`src/sv/mri_pkg.sv`:
```
// Shared types and constants of the mesh router input unit.
`timescale 1ns / 1ps
`default_nettype none
package mri_pkg;

  localparam int PORTS   = 5;
  localparam int ID_W    = 2;
  localparam int HEAD_W  = 32;
  localparam int PORT_W  = 3;

  localparam logic [PORT_W-1:0] PORT_LOCAL = 3'd0;
  localparam logic [PORT_W-1:0] PORT_WEST  = 3'd1;
  localparam logic [PORT_W-1:0] PORT_EAST  = 3'd2;
  localparam logic [PORT_W-1:0] PORT_NORTH = 3'd3;
  localparam logic [PORT_W-1:0] PORT_SOUTH = 3'd4;

  typedef struct packed {
    logic push;
    logic pop;
  } mri_fifo_cmd_t;

  typedef struct packed {
    logic nonempty;
    logic full;
  } mri_fifo_sts_t;

  typedef struct packed {
    logic [HEAD_W-1:0] head_local;
    logic [HEAD_W-1:0] head_west;
    logic [HEAD_W-1:0] head_east;
    logic [HEAD_W-1:0] head_north;
    logic [HEAD_W-1:0] head_south;
    logic [PORTS-1:0]  out_valid_mask;
    logic              any_full;
  } mri_result_t;

endpackage
`default_nettype wire

```
`src/sv/mri_in_if.sv`:
```
// Input channel: flit, flit valid flag and per-port read requests.
`timescale 1ns / 1ps
`default_nettype none
interface mri_in_if #(
  parameter int FLIT_WIDTH = 32
);
  import mri_pkg::*;

  logic                  valid;
  logic                  ready;
  logic [FLIT_WIDTH-1:0] flit_in;
  logic                  flit_in_valid;
  logic [PORTS-1:0]      read_mask;

  modport source (output valid, output flit_in, output flit_in_valid, output read_mask,
                  input ready);
  modport sink   (input valid, input flit_in, input flit_in_valid, input read_mask,
                  output ready);
endinterface
`default_nettype wire

```
`src/sv/mri_out_if.sv`:
```
// Result channel: FIFO heads, valid mask and full flag.
`timescale 1ns / 1ps
`default_nettype none
interface mri_out_if;
  import mri_pkg::*;

  logic              valid;
  logic              ready;
  logic [HEAD_W-1:0] head_local;
  logic [HEAD_W-1:0] head_west;
  logic [HEAD_W-1:0] head_east;
  logic [HEAD_W-1:0] head_north;
  logic [HEAD_W-1:0] head_south;
  logic [PORTS-1:0]  out_valid_mask;
  logic              any_full;

  modport source (output valid, output head_local, output head_west, output head_east,
                  output head_north, output head_south, output out_valid_mask,
                  output any_full, input ready);
  modport sink   (input valid, input head_local, input head_west, input head_east,
                  input head_north, input head_south, input out_valid_mask,
                  input any_full, output ready);
endinterface
`default_nettype wire

```
`src/sv/mri_cfg_if.sv`:
```
// Configuration write channel carrying the router ID.
`timescale 1ns / 1ps
`default_nettype none
interface mri_cfg_if;
  import mri_pkg::*;

  logic            valid;
  logic            ready;
  logic [ID_W-1:0] mesh_pos;

  modport source (output valid, output mesh_pos, input ready);
  modport sink   (input valid, input mesh_pos, output ready);
endinterface
`default_nettype wire

```
`src/sv/mri_ram.sv`:
```
// Generic single-write, single-read RAM with registered read data.
`timescale 1ns / 1ps
`default_nettype none
module mri_ram #(
  parameter int WIDTH = 32,
  parameter int DEPTH = 4
) (
  input  wire logic                                  clk,
  input  wire logic                                  we,
  input  wire logic [(DEPTH > 1 ? $clog2(DEPTH) : 1)-1:0] waddr,
  input  wire logic [WIDTH-1:0]                      wdata,
  input  wire logic [(DEPTH > 1 ? $clog2(DEPTH) : 1)-1:0] raddr,
  output logic      [WIDTH-1:0]                      rdata
);
  logic [WIDTH-1:0] mem [DEPTH];

  always_ff @(posedge clk) begin
    if (we) begin
      mem[waddr] <= wdata;
    end
    rdata <= mem[raddr];
  end
endmodule
`default_nettype wire

```
`src/sv/mri_port_fifo.sv`:
```
// One output port FIFO: RAM storage, pointers and head prefetch with write bypass.
`timescale 1ns / 1ps
`default_nettype none
module mri_port_fifo #(
  parameter int FLIT_WIDTH = 32,
  parameter int FIFO_DEPTH = 4
) (
  input  wire logic                  clk,
  input  wire logic                  rst_n,
  input  wire mri_pkg::mri_fifo_cmd_t cmd,
  input  wire logic [FLIT_WIDTH-1:0] wdata,
  output mri_pkg::mri_fifo_sts_t     sts,
  output logic [FLIT_WIDTH-1:0]      head
);
  import mri_pkg::*;

  localparam int AW = (FIFO_DEPTH > 1) ? $clog2(FIFO_DEPTH) : 1;
  localparam int OW = $clog2(FIFO_DEPTH + 1);
  localparam int SW = ((OW > AW) ? OW : AW) + 1;
  localparam logic [OW-1:0] DEPTH_O = OW'(FIFO_DEPTH);
  localparam logic [SW-1:0] DEPTH_S = SW'(FIFO_DEPTH);
  localparam logic [AW-1:0] LAST_A  = AW'(FIFO_DEPTH - 1);

  logic [AW-1:0]         rptr_r, rptr_nxt;
  logic [OW-1:0]         occ_r, occ_nxt;
  logic [SW-1:0]         wsum;
  logic [AW-1:0]         wptr;
  logic                  do_push, do_pop;
  logic [FLIT_WIDTH-1:0] ram_q;
  logic                  byp_r, byp_nxt;
  logic [FLIT_WIDTH-1:0] byp_data_r;
  logic [FLIT_WIDTH-1:0] head_q;

  assign sts.nonempty = (occ_r != '0);
  assign sts.full     = (occ_r >= DEPTH_O);
  assign do_push      = cmd.push && !sts.full;
  assign do_pop       = cmd.pop && sts.nonempty;

  always_comb begin
    wsum = SW'(rptr_r) + SW'(occ_r);
    if (wsum >= DEPTH_S) begin
      wsum = wsum - DEPTH_S;
    end
    wptr = wsum[AW-1:0];

    rptr_nxt = rptr_r;
    if (do_pop) begin
      rptr_nxt = (rptr_r == LAST_A) ? '0 : rptr_r + 1'b1;
    end

    occ_nxt = occ_r;
    if (do_push && !do_pop) begin
      occ_nxt = occ_r + 1'b1;
    end else if (do_pop && !do_push) begin
      occ_nxt = occ_r - 1'b1;
    end

    byp_nxt = do_push && (wptr == rptr_nxt);
  end

  always_ff @(posedge clk) begin
    if (!rst_n) begin
      rptr_r <= '0;
      occ_r  <= '0;
      byp_r  <= 1'b0;
    end else begin
      rptr_r <= rptr_nxt;
      occ_r  <= occ_nxt;
      byp_r  <= byp_nxt;
    end
    byp_data_r <= wdata;
  end

  mri_ram #(
    .WIDTH(FLIT_WIDTH),
    .DEPTH(FIFO_DEPTH)
  ) u_ram (
    .clk  (clk),
    .we   (do_push),
    .waddr(wptr),
    .wdata(wdata),
    .raddr(rptr_nxt),
    .rdata(ram_q)
  );

  assign head_q = byp_r ? byp_data_r : ram_q;
  assign head   = sts.nonempty ? head_q : '0;

  a_occ_bound: assert property (@(posedge clk) disable iff (!rst_n)
    occ_r <= DEPTH_O)
    else $error("fifo occupancy above depth");

  a_pop_dec: assert property (@(posedge clk) disable iff (!rst_n)
    (do_pop && !do_push) |=> (occ_r == $past(occ_r) - 1'b1))
    else $error("pop did not reduce occupancy");

  a_push_empty_head: assert property (@(posedge clk) disable iff (!rst_n)
    (do_push && (occ_r == '0)) |=> (head_q == $past(wdata)))
    else $error("flit pushed into empty fifo is not the head");
endmodule
`default_nettype wire

```
`src/sv/mri_route.sv`:
```
// YX route selection with packet flit counter and held body-flit port.
`timescale 1ns / 1ps
`default_nettype none
module mri_route #(
  parameter int FLIT_WIDTH         = 32,
  parameter int SEQ_FIELD_WIDTH    = 4,
  parameter int FLITS_PER_PACKET_N = 4
) (
  input  wire logic                    clk,
  input  wire logic                    rst_n,
  input  wire logic                    flit_take,
  input  wire logic [FLIT_WIDTH-1:0]   flit,
  input  wire logic [mri_pkg::ID_W-1:0] mesh_pos,
  output logic [mri_pkg::PORT_W-1:0]   port
);
  import mri_pkg::*;

  localparam int DLO = FLIT_WIDTH - SEQ_FIELD_WIDTH - ID_W;
  localparam int CW  = (FLITS_PER_PACKET_N > 1) ? $clog2(FLITS_PER_PACKET_N) : 1;
  localparam logic [CW:0] LAST_C = (CW + 1)'(FLITS_PER_PACKET_N);

  logic [ID_W-1:0]   dst;
  logic [PORT_W-1:0] route_port;
  logic [PORT_W-1:0] port_r;
  logic [CW-1:0]     cnt_r, cnt_nxt;
  logic [CW:0]       cnt_inc;

  for (genvar k = 0; k < ID_W; k++) begin : g_dst
    if (DLO + k >= 0) begin : g_in
      assign dst[k] = flit[DLO + k];
    end else begin : g_zero
      assign dst[k] = 1'b0;
    end
  end

  always_comb begin
    if (dst == mesh_pos) begin
      route_port = PORT_LOCAL;
    end else if (dst[1] == mesh_pos[1]) begin
      route_port = (dst[0] && !mesh_pos[0]) ? PORT_WEST : PORT_EAST;
    end else begin
      route_port = (dst[1] && !mesh_pos[1]) ? PORT_NORTH : PORT_SOUTH;
    end

    port = (cnt_r == '0) ? route_port : port_r;

    cnt_inc = {1'b0, cnt_r} + 1'b1;
    cnt_nxt = (cnt_inc >= LAST_C) ? '0 : cnt_inc[CW-1:0];
  end

  always_ff @(posedge clk) begin
    if (!rst_n) begin
      cnt_r  <= '0;
      port_r <= PORT_LOCAL;
    end else if (flit_take) begin
      cnt_r  <= cnt_nxt;
      port_r <= port;
    end
  end
endmodule
`default_nettype wire

```
`src/sv/mesh_router_input_unit.sv`:
```
// Top level of the mesh router input unit: routing, five port FIFOs, result buffer.
`timescale 1ns / 1ps
`default_nettype none
// Accepts one transfer per clock and returns exactly one result per transfer, registered
// in the output buffer. Each result shows every port FIFO's head, the read-valid mask and
// the any-full flag as they stood before that transfer's push and pop. The FIFO heads
// come from one RAM per port, read ahead at the next read pointer with a write bypass. A
// two-entry output buffer keeps in_ch.ready a registered signal; input stalls only when
// both entries hold results the sink has not taken. Router ID writes are taken in any
// cycle.
module mesh_router_input_unit #(
  parameter int FLIT_WIDTH         = 32,
  parameter int SEQ_FIELD_WIDTH    = 4,
  parameter int FLITS_PER_PACKET_N = 4,
  parameter int FIFO_DEPTH         = 4
) (
  input  wire logic clk,
  input  wire logic rst_n,
  mri_in_if.sink    in_ch,
  mri_out_if.source out_ch,
  mri_cfg_if.sink   cfg_ch
);
  import mri_pkg::*;

  localparam int HW = (FLIT_WIDTH < HEAD_W) ? FLIT_WIDTH : HEAD_W;

  logic              in_fire, flit_take, pop_out;
  logic [ID_W-1:0]   mesh_pos_r;
  logic [PORT_W-1:0] port;
  mri_fifo_cmd_t     cmd   [PORTS];
  mri_fifo_sts_t     sts   [PORTS];
  logic [FLIT_WIDTH-1:0] heads [PORTS];
  logic [HEAD_W-1:0]     head32 [PORTS];
  logic [PORTS-1:0]  vmask, fullv;
  mri_result_t       res;
  mri_result_t       od_r, sd_r;
  logic              ov_r, sv_r;

  assign in_ch.ready  = !sv_r;
  assign in_fire      = in_ch.valid && in_ch.ready;
  assign flit_take    = in_fire && in_ch.flit_in_valid;
  assign cfg_ch.ready = 1'b1;

  always_ff @(posedge clk) begin
    if (!rst_n) begin
      mesh_pos_r <= '0;
    end else if (cfg_ch.valid) begin
      mesh_pos_r <= cfg_ch.mesh_pos;
    end
  end

  mri_route #(
    .FLIT_WIDTH        (FLIT_WIDTH),
    .SEQ_FIELD_WIDTH   (SEQ_FIELD_WIDTH),
    .FLITS_PER_PACKET_N(FLITS_PER_PACKET_N)
  ) u_route (
    .clk      (clk),
    .rst_n    (rst_n),
    .flit_take(flit_take),
    .flit     (in_ch.flit_in),
    .mesh_pos (mesh_pos_r),
    .port     (port)
  );

  for (genvar p = 0; p < PORTS; p++) begin : g_port
    assign cmd[p].push = flit_take && (port == PORT_W'(p));
    assign cmd[p].pop  = in_fire && in_ch.read_mask[p];

    mri_port_fifo #(
      .FLIT_WIDTH(FLIT_WIDTH),
      .FIFO_DEPTH(FIFO_DEPTH)
    ) u_fifo (
      .clk  (clk),
      .rst_n(rst_n),
      .cmd  (cmd[p]),
      .wdata(in_ch.flit_in),
      .sts  (sts[p]),
      .head (heads[p])
    );

    assign head32[p] = HEAD_W'(heads[p][HW-1:0]);
    assign vmask[p]  = sts[p].nonempty && in_ch.read_mask[p];
    assign fullv[p]  = sts[p].full;
  end

  always_comb begin
    res.head_local     = head32[PORT_LOCAL];
    res.head_west      = head32[PORT_WEST];
    res.head_east      = head32[PORT_EAST];
    res.head_north     = head32[PORT_NORTH];
    res.head_south     = head32[PORT_SOUTH];
    res.out_valid_mask = vmask;
    res.any_full       = |fullv;
  end

  assign pop_out = ov_r && out_ch.ready;

  always_ff @(posedge clk) begin
    if (!rst_n) begin
      ov_r <= 1'b0;
      sv_r <= 1'b0;
    end else if (sv_r) begin
      if (pop_out) begin
        sv_r <= 1'b0;
      end
    end else if (in_fire) begin
      if (ov_r && !out_ch.ready) begin
        sv_r <= 1'b1;
      end else begin
        ov_r <= 1'b1;
      end
    end else if (pop_out) begin
      ov_r <= 1'b0;
    end
  end

  always_ff @(posedge clk) begin
    if (sv_r) begin
      if (pop_out) begin
        od_r <= sd_r;
      end
    end else if (in_fire) begin
      if (ov_r && !out_ch.ready) begin
        sd_r <= res;
      end else begin
        od_r <= res;
      end
    end
  end

  assign out_ch.valid          = ov_r;
  assign out_ch.head_local     = od_r.head_local;
  assign out_ch.head_west      = od_r.head_west;
  assign out_ch.head_east      = od_r.head_east;
  assign out_ch.head_north     = od_r.head_north;
  assign out_ch.head_south     = od_r.head_south;
  assign out_ch.out_valid_mask = od_r.out_valid_mask;
  assign out_ch.any_full       = od_r.any_full;

  a_skid_needs_main: assert property (@(posedge clk) disable iff (!rst_n)
    sv_r |-> ov_r)
    else $error("skid entry held without main entry");

  a_stall_fills_skid: assert property (@(posedge clk) disable iff (!rst_n)
    (in_fire && ov_r && !out_ch.ready) |=> (sv_r && ov_r))
    else $error("transfer during output stall not buffered");

  a_reset_empty: assert property (@(posedge clk)
    !rst_n |=> (!ov_r && !sv_r))
    else $error("output buffer not empty after reset");
endmodule
`default_nettype wire
```
`src/flat_wrapper.sv`:
```
// flat-port wrapper written by rule: the top's interface ports become plain ports
module mesh_router_input_unit_flat import mri_pkg::*;
#(
  parameter int FLIT_WIDTH         = 32,
  parameter int SEQ_FIELD_WIDTH    = 4,
  parameter int FLITS_PER_PACKET_N = 4,
  parameter int FIFO_DEPTH         = 4
)
  (clk, rst_n, in_ch_valid, in_ch_flit_in, in_ch_flit_in_valid, in_ch_read_mask, in_ch_ready, out_ch_valid, out_ch_head_local, out_ch_head_west, out_ch_head_east, out_ch_head_north, out_ch_head_south, out_ch_out_valid_mask, out_ch_any_full, out_ch_ready, cfg_ch_valid, cfg_ch_mesh_pos, cfg_ch_ready);
  mri_in_if #(.FLIT_WIDTH(FLIT_WIDTH)) in_ch_i ();
  mri_out_if out_ch_i ();
  mri_cfg_if cfg_ch_i ();
  input  wire logic clk;
  input  wire logic rst_n;
  input wire logic [$bits(in_ch_i.valid)-1:0] in_ch_valid;
  input wire logic [$bits(in_ch_i.flit_in)-1:0] in_ch_flit_in;
  input wire logic [$bits(in_ch_i.flit_in_valid)-1:0] in_ch_flit_in_valid;
  input wire logic [$bits(in_ch_i.read_mask)-1:0] in_ch_read_mask;
  output wire logic [$bits(in_ch_i.ready)-1:0] in_ch_ready;
  output wire logic [$bits(out_ch_i.valid)-1:0] out_ch_valid;
  output wire logic [$bits(out_ch_i.head_local)-1:0] out_ch_head_local;
  output wire logic [$bits(out_ch_i.head_west)-1:0] out_ch_head_west;
  output wire logic [$bits(out_ch_i.head_east)-1:0] out_ch_head_east;
  output wire logic [$bits(out_ch_i.head_north)-1:0] out_ch_head_north;
  output wire logic [$bits(out_ch_i.head_south)-1:0] out_ch_head_south;
  output wire logic [$bits(out_ch_i.out_valid_mask)-1:0] out_ch_out_valid_mask;
  output wire logic [$bits(out_ch_i.any_full)-1:0] out_ch_any_full;
  input wire logic [$bits(out_ch_i.ready)-1:0] out_ch_ready;
  input wire logic [$bits(cfg_ch_i.valid)-1:0] cfg_ch_valid;
  input wire logic [$bits(cfg_ch_i.mesh_pos)-1:0] cfg_ch_mesh_pos;
  output wire logic [$bits(cfg_ch_i.ready)-1:0] cfg_ch_ready;
  assign in_ch_i.valid = in_ch_valid;
  assign in_ch_i.flit_in = in_ch_flit_in;
  assign in_ch_i.flit_in_valid = in_ch_flit_in_valid;
  assign in_ch_i.read_mask = in_ch_read_mask;
  assign in_ch_ready = in_ch_i.ready;
  assign out_ch_valid = out_ch_i.valid;
  assign out_ch_head_local = out_ch_i.head_local;
  assign out_ch_head_west = out_ch_i.head_west;
  assign out_ch_head_east = out_ch_i.head_east;
  assign out_ch_head_north = out_ch_i.head_north;
  assign out_ch_head_south = out_ch_i.head_south;
  assign out_ch_out_valid_mask = out_ch_i.out_valid_mask;
  assign out_ch_any_full = out_ch_i.any_full;
  assign out_ch_i.ready = out_ch_ready;
  assign cfg_ch_i.valid = cfg_ch_valid;
  assign cfg_ch_i.mesh_pos = cfg_ch_mesh_pos;
  assign cfg_ch_ready = cfg_ch_i.ready;
  mesh_router_input_unit #(.FLIT_WIDTH(FLIT_WIDTH), .SEQ_FIELD_WIDTH(SEQ_FIELD_WIDTH), .FLITS_PER_PACKET_N(FLITS_PER_PACKET_N), .FIFO_DEPTH(FIFO_DEPTH)) u_core (.clk(clk), .rst_n(rst_n), .in_ch(in_ch_i), .out_ch(out_ch_i), .cfg_ch(cfg_ch_i));
endmodule
```
`config.mk`:
```
export PLATFORM = sky130hd
export DESIGN_NAME = mesh_router_input_unit_flat
export DESIGN_NICKNAME = d
export VERILOG_FILES = /design/src/sv/mri_pkg.sv /design/src/sv/mri_in_if.sv /design/src/sv/mri_out_if.sv /design/src/sv/mri_cfg_if.sv /design/src/sv/mri_ram.sv /design/src/sv/mri_port_fifo.sv /design/src/sv/mri_route.sv /design/src/sv/mesh_router_input_unit.sv /design/src/flat_wrapper.sv
export SDC_FILE = /design/constraint.sdc
export NUM_CORES = 1
export LEC_CHECK = 0
export BUFFER_PORTS_ARGS = -buffer_cell sky130_fd_sc_hd__clkbuf_2
export CAP_MARGIN = 5
export CORE_UTILIZATION = 40
export CTS_CLUSTER_SIZE = 14
export DETAILED_ROUTE_END_ITERATION = 6
export PLACE_DENSITY_LB_ADDON = 0.2
export SETUP_SLACK_MARGIN = 0.02
export SYNTH_ARGS = -nofsm -noshare
export SYNTH_HDL_FRONTEND = slang
export SYNTH_SLANG_ARGS = --single-unit
```
`constraint.sdc`:
```
create_clock -name clk -period 19.82 [get_ports clk]
set_clock_uncertainty 0.2 [all_clocks]
set_input_delay 5.946 -clock clk [delete_from_list [all_inputs] [get_ports clk]]
set_output_delay 5.946 -clock clk [all_outputs]
set_load 0.02 [all_outputs]
```
==> run_results.csv <==
group,metric,value,unit
synthesis,syn_area,47500,um^2
synthesis,yosysTopAreaCellShare,0.614,
cts,cts_setup_buffers,0,
critical_path,path_buf_inv,5,
synthesis,yosysTopAreaCell,"edfxtp_1",
critical_path,path_delay_family,"simple AND/OR/NAND/NOR gates",
critical_path,reg2reg_setup_slack,15740,ps
placement,port_buffers,212,
synthesis,syn_inst,3459,
cts,h-tree-depth,3,
sta,final-setup-viol-count,0,
power,cellLeakagePower,18.3,nW
routing,drtPass1Iterations,7,
cts,root_buffer,"clkbuf_16",
synthesis,synth_area_leaders,"edfxtp_1, dfxtp_1, mux2i_1",
critical_path,path_cells,"clkbuf_2, buf_4, inv_1, ha_1, or3b_2, a31oi_1, nand3_1, inv_1, ha_1, inv_1, fa_1, xor2_1, or3_1, a21boi_0",
floorplan,start_util,0.403,
grt,grt_pass1_wl,201000,um
final_layout,n_fill_cell,10400,
routing,routedWlPerCell,27.1,um
grt,grt_overflow_total,0,
power,p_seq_frac,0.500,
critical_path,cp.arrival,9290,ps
sta,setup_tns,0,ps
cts,clk_latency,710,ps
critical_path,required,20250,ps
cts,numCtsBuffers,121,
sta,timing.fmax,113,MHz
critical_path,crit_slowest_cell,"or3b_2",
grt,gr-usage-all-layers,0.229,
final_layout,regArea,33800,um^2
synthesis,synth_cell_types,55,
synthesis,ys_seq_elements,1203,
synthesis,synth_compound_area_frac,0.140,
flow_run,cap_viol_max_count,0,
power,p_comb_frac,0.124,
sta,max_slew_margin,0.194,
critical_path,crit_path_end_kind,"flop",
power,netSwitchingFraction,0.263,
status,status,"complete, but fails checks",
sta,hold_violations,0,
placement,placed_area,50100,um^2
routing,antenna_left,0,
critical_path,cp_max_fo,23,
final_layout,drive_gt1_frac,0.148,
routing,drtIter0Drc,3263,
sta,worst_pin_slew,1210,ps
routing,dr_total_vias,29900,
cts,clockBufferDepth,3,
grt,antenna_found_initial,12,
placement,dpl.hpwl,78800,um
synthesis,ys.warnings.count,0,
status,violations,"DRC",
critical_path,worst-setup-path-type,"input port to flop",
synthesis,synth_top_family_by_area,"compound AO/OA/AOI/OAI gates",
synthesis,yosys.area_share.simple,0.0622,
worst_hold_path,hp-class,"flop to flop",
floorplan,die_x,347,um
floorplan,fp.dieH,347,um
final_layout,multi_input_area,12200,um^2
power,max-vdd-ir-drop,0.0754,mV
final_layout,final_cell_area,54100,um^2
grt,grt_max_degree,167,
power,power_switching,1.59,mW
critical_path,cp_common_cell,"inv_1",
cts,cts.sinks,1203,
placement,pre_cts_ws,10240,ps
routing,wl,141000,um
worst_hold_path,min_to,"u_core.u_route.cnt_r[1]",
routing,vias_per_cell,5.74,
placement,place.gp.congestion,0.845,
synthesis,synth_ff_type,"edfxtp_1",
critical_path,ff2ff_path_depth,6,
sta,holdWs,287,ps
critical_path,cp-start-kind,"input port",
power,p_int,4.47,mW
sta,rsz0062_at_grt,"false",
grt,first_global_vias,27300,
routing,route.detailed.drc,1,
floorplan,core_area,118000,um^2
power,p_total,6.06,mW
sta,layout_setup_ws,10960,ps
synthesis,syn_area_per_cell,13.7,um^2
cts,clk_pin_slew,60,ps
floorplan,dieArea,120000,um^2
critical_path,reg2reg_from,"u_core.sv_r",
synthesis,async_reset_ff_frac,0,
synthesis,ys_seq_area_frac,0.711,
critical_path,slowest_delay,460,ps
final_layout,area_growth,13.9,%
critical_path,r2r-end,"u_core.g_port[4].u_fifo.u_ram.rdata[0]",
floorplan,ios,214,
final_layout,nets,3629,
power,power_density,112,nW/um^2
synthesis,synth_xor_area_frac,0.00442,
worst_hold_path,hold_depth,2,
synthesis,synth_adder_area_share,0.00763,
synthesis,synth_fp_nets,3530,
cts,cts_tree,"built",
synthesis,synth-edff-count,972,
cts,ctsResizeCount,0,
floorplan,row_count,126,
sta,fin_crit,8860,ps
sta,slew_violations,0,
sta,timing.final.crit_share,0.447,
synthesis,synth.area.mux_share,0.0361,
worst_hold_path,min-delay-start,"u_core.u_route.cnt_r[1]",
power,clkPwrFrac,0.376,
cts,cts_hold_buf,0,
## layout make-up
cell class                      count  area share
Clock inverter                     57     0.00990
Antenna cell                        8    0.000370
Sequential cell                  1203       0.625
Tap cell                         1536      0.0355
Inverter                          152      0.0105
Timing Repair Buffer              287      0.0302
Multi-Input combinational cell   1793       0.225
Clock buffer                      172      0.0630
## worst register-to-register path: stages (launching register included)
cell	delay [ps]
dfxtp_4	550
and2b_4	720
buf_4	650
a21boi_2	330
buf_4	350
nor2_4	840
a32oi_1	250
## worst max path at each step
stage                                  from                               end  slack [ps]  depth (start not counted)
after floorplan                 in_ch_valid            u_core.out_ch.any_full        3870                          7
after global placement    in_ch_flit_in[27]  u_core.g_port[2].u_fifo.occ_r[2]       10230                         14
after detailed placement  in_ch_flit_in[27]  u_core.g_port[2].u_fifo.occ_r[2]       10240                         14
after CTS                 in_ch_flit_in[27]  u_core.g_port[2].u_fifo.occ_r[2]       11000                         14
after global routing      in_ch_flit_in[27]  u_core.g_port[2].u_fifo.occ_r[2]       10700                         14
final                     in_ch_flit_in[27]  u_core.g_port[2].u_fifo.occ_r[2]       10960                         14
## logic make-up (layout without fill, tap and decap cells)
group | Yosys count | count (layout)
AND/OR/NAND/NOR | 605 | 605
multiplexers | 171 | 171
adder cells (fa/ha/maj) | 26 | 26
other | 1 | 9
AO/OA/AOI/OAI | 966 | 966
flip-flops | 1203 | 1203
XOR/XNOR | 24 | 24
buffers and inverters | 463 | 668
## cells in the mapped netlist, types with 4 or more instances
cell      count
o21ai_0     324
nor2b_1      10
o31ai_1     162
and2_1       10
a21oi_1       6
a31oi_1      97
a221oi_1      4
clkbuf_2      5
xor2_1       10
o31ai_2       4
a32oi_1     160
and3_1       20
clkbuf_1    244
nor3_1       20
a21o_1        4
nor3b_1       4
or3_1         9
xnor2_1      14
inv_2         7
a21boi_0     10
a21boi_1      4
nand3b_1     99
o21ai_1      17
inv_1       145
mux2i_1     169
nand3_1      77
buf_1        32
nor2_1      166
a311oi_1     32
fa_1          5
nand2_1     176
edfxtp_1    972
o32a_1       32
ha_1         21
buf_4         5
buf_2        25
dfxtp_1     231
a22oi_1      96
## cells in the final DEF, fill, tap and decap left out, types with 145 or more instances in the layout
cell type / count
clkbuf_2: 212
dfxtp_1: 225
nor2_1: 165
o21ai_0: 323
nand2_1: 176
inv_1: 145
mux2i_1: 169
o31ai_1: 161
edfxtp_1: 972
a32oi_1: 160
## through the flow
| step | std cells | util |
|---|---|---|
| floorplan | 3459 | - |
| global placement | 4971 | 0.425 |
| detailed placement | 4971 | 0.425 |
| CTS | 5200 | 0.459 |
| global route | 5200 | 0.459 |
| finish | 5208 | 0.459 |
## flip-flops by register name (all words and copies together), names as in the netlist
register                          cells
u_core.out_ch.any_full                1
u_core.out_ch.head_local             32
u_core.u_route.port_r                 3
u_core.g_port.u_fifo.rptr_r          10
u_core.out_ch.head_west              32
u_core.out_ch.head_north             32
u_core.out_ch.head_south             32
u_core.out_ch.out_valid_mask          5
u_core.u_route.cnt_r                  2
u_core.out_ch.head_east              32
u_core.g_port.u_fifo.u_ram.mem      640
u_core.g_port.u_fifo.byp_r            5
u_core.sv_r                           1
u_core.sd_r                         166
u_core.mesh_pos_r                     2
u_core.g_port.u_fifo.u_ram.rdata    160
u_core.g_port.u_fifo.occ_r           15
u_core.g_port.u_fifo.byp_data_r      32
u_core.out_ch.valid                   1
## power by group through the flow
| stage | registers, mW | clock network (mW) | logic, mW |
|---|---|---|---|
| 6_report | 3.03 | 2.28 | 0.754 |
| 3_3_place_gp | 3.09 | 0 | 0.741 |
| 5_1_grt | 3.04 | 2.40 | 0.811 |
| 4_1_cts | 3.03 | 2.32 | 0.753 |
| 2_1_floorplan | 3.11 | 0 | 0.409 |
| 3_5_place_dp | 3.09 | 0 | 0.751 |
## per-layer routing
layer,wire [um],share of wire,track usage,up-vias
met5,92,0.00065,0,-
met2,62100,0.44,0.341,1117
met3,10900,0.078,0.0421,180
met4,4010,0.028,0.0719,16
met1,63900,0.45,0.338,15100
li1,-,-,-,13500
Note: power is estimated with default switching activity, not from simulation.
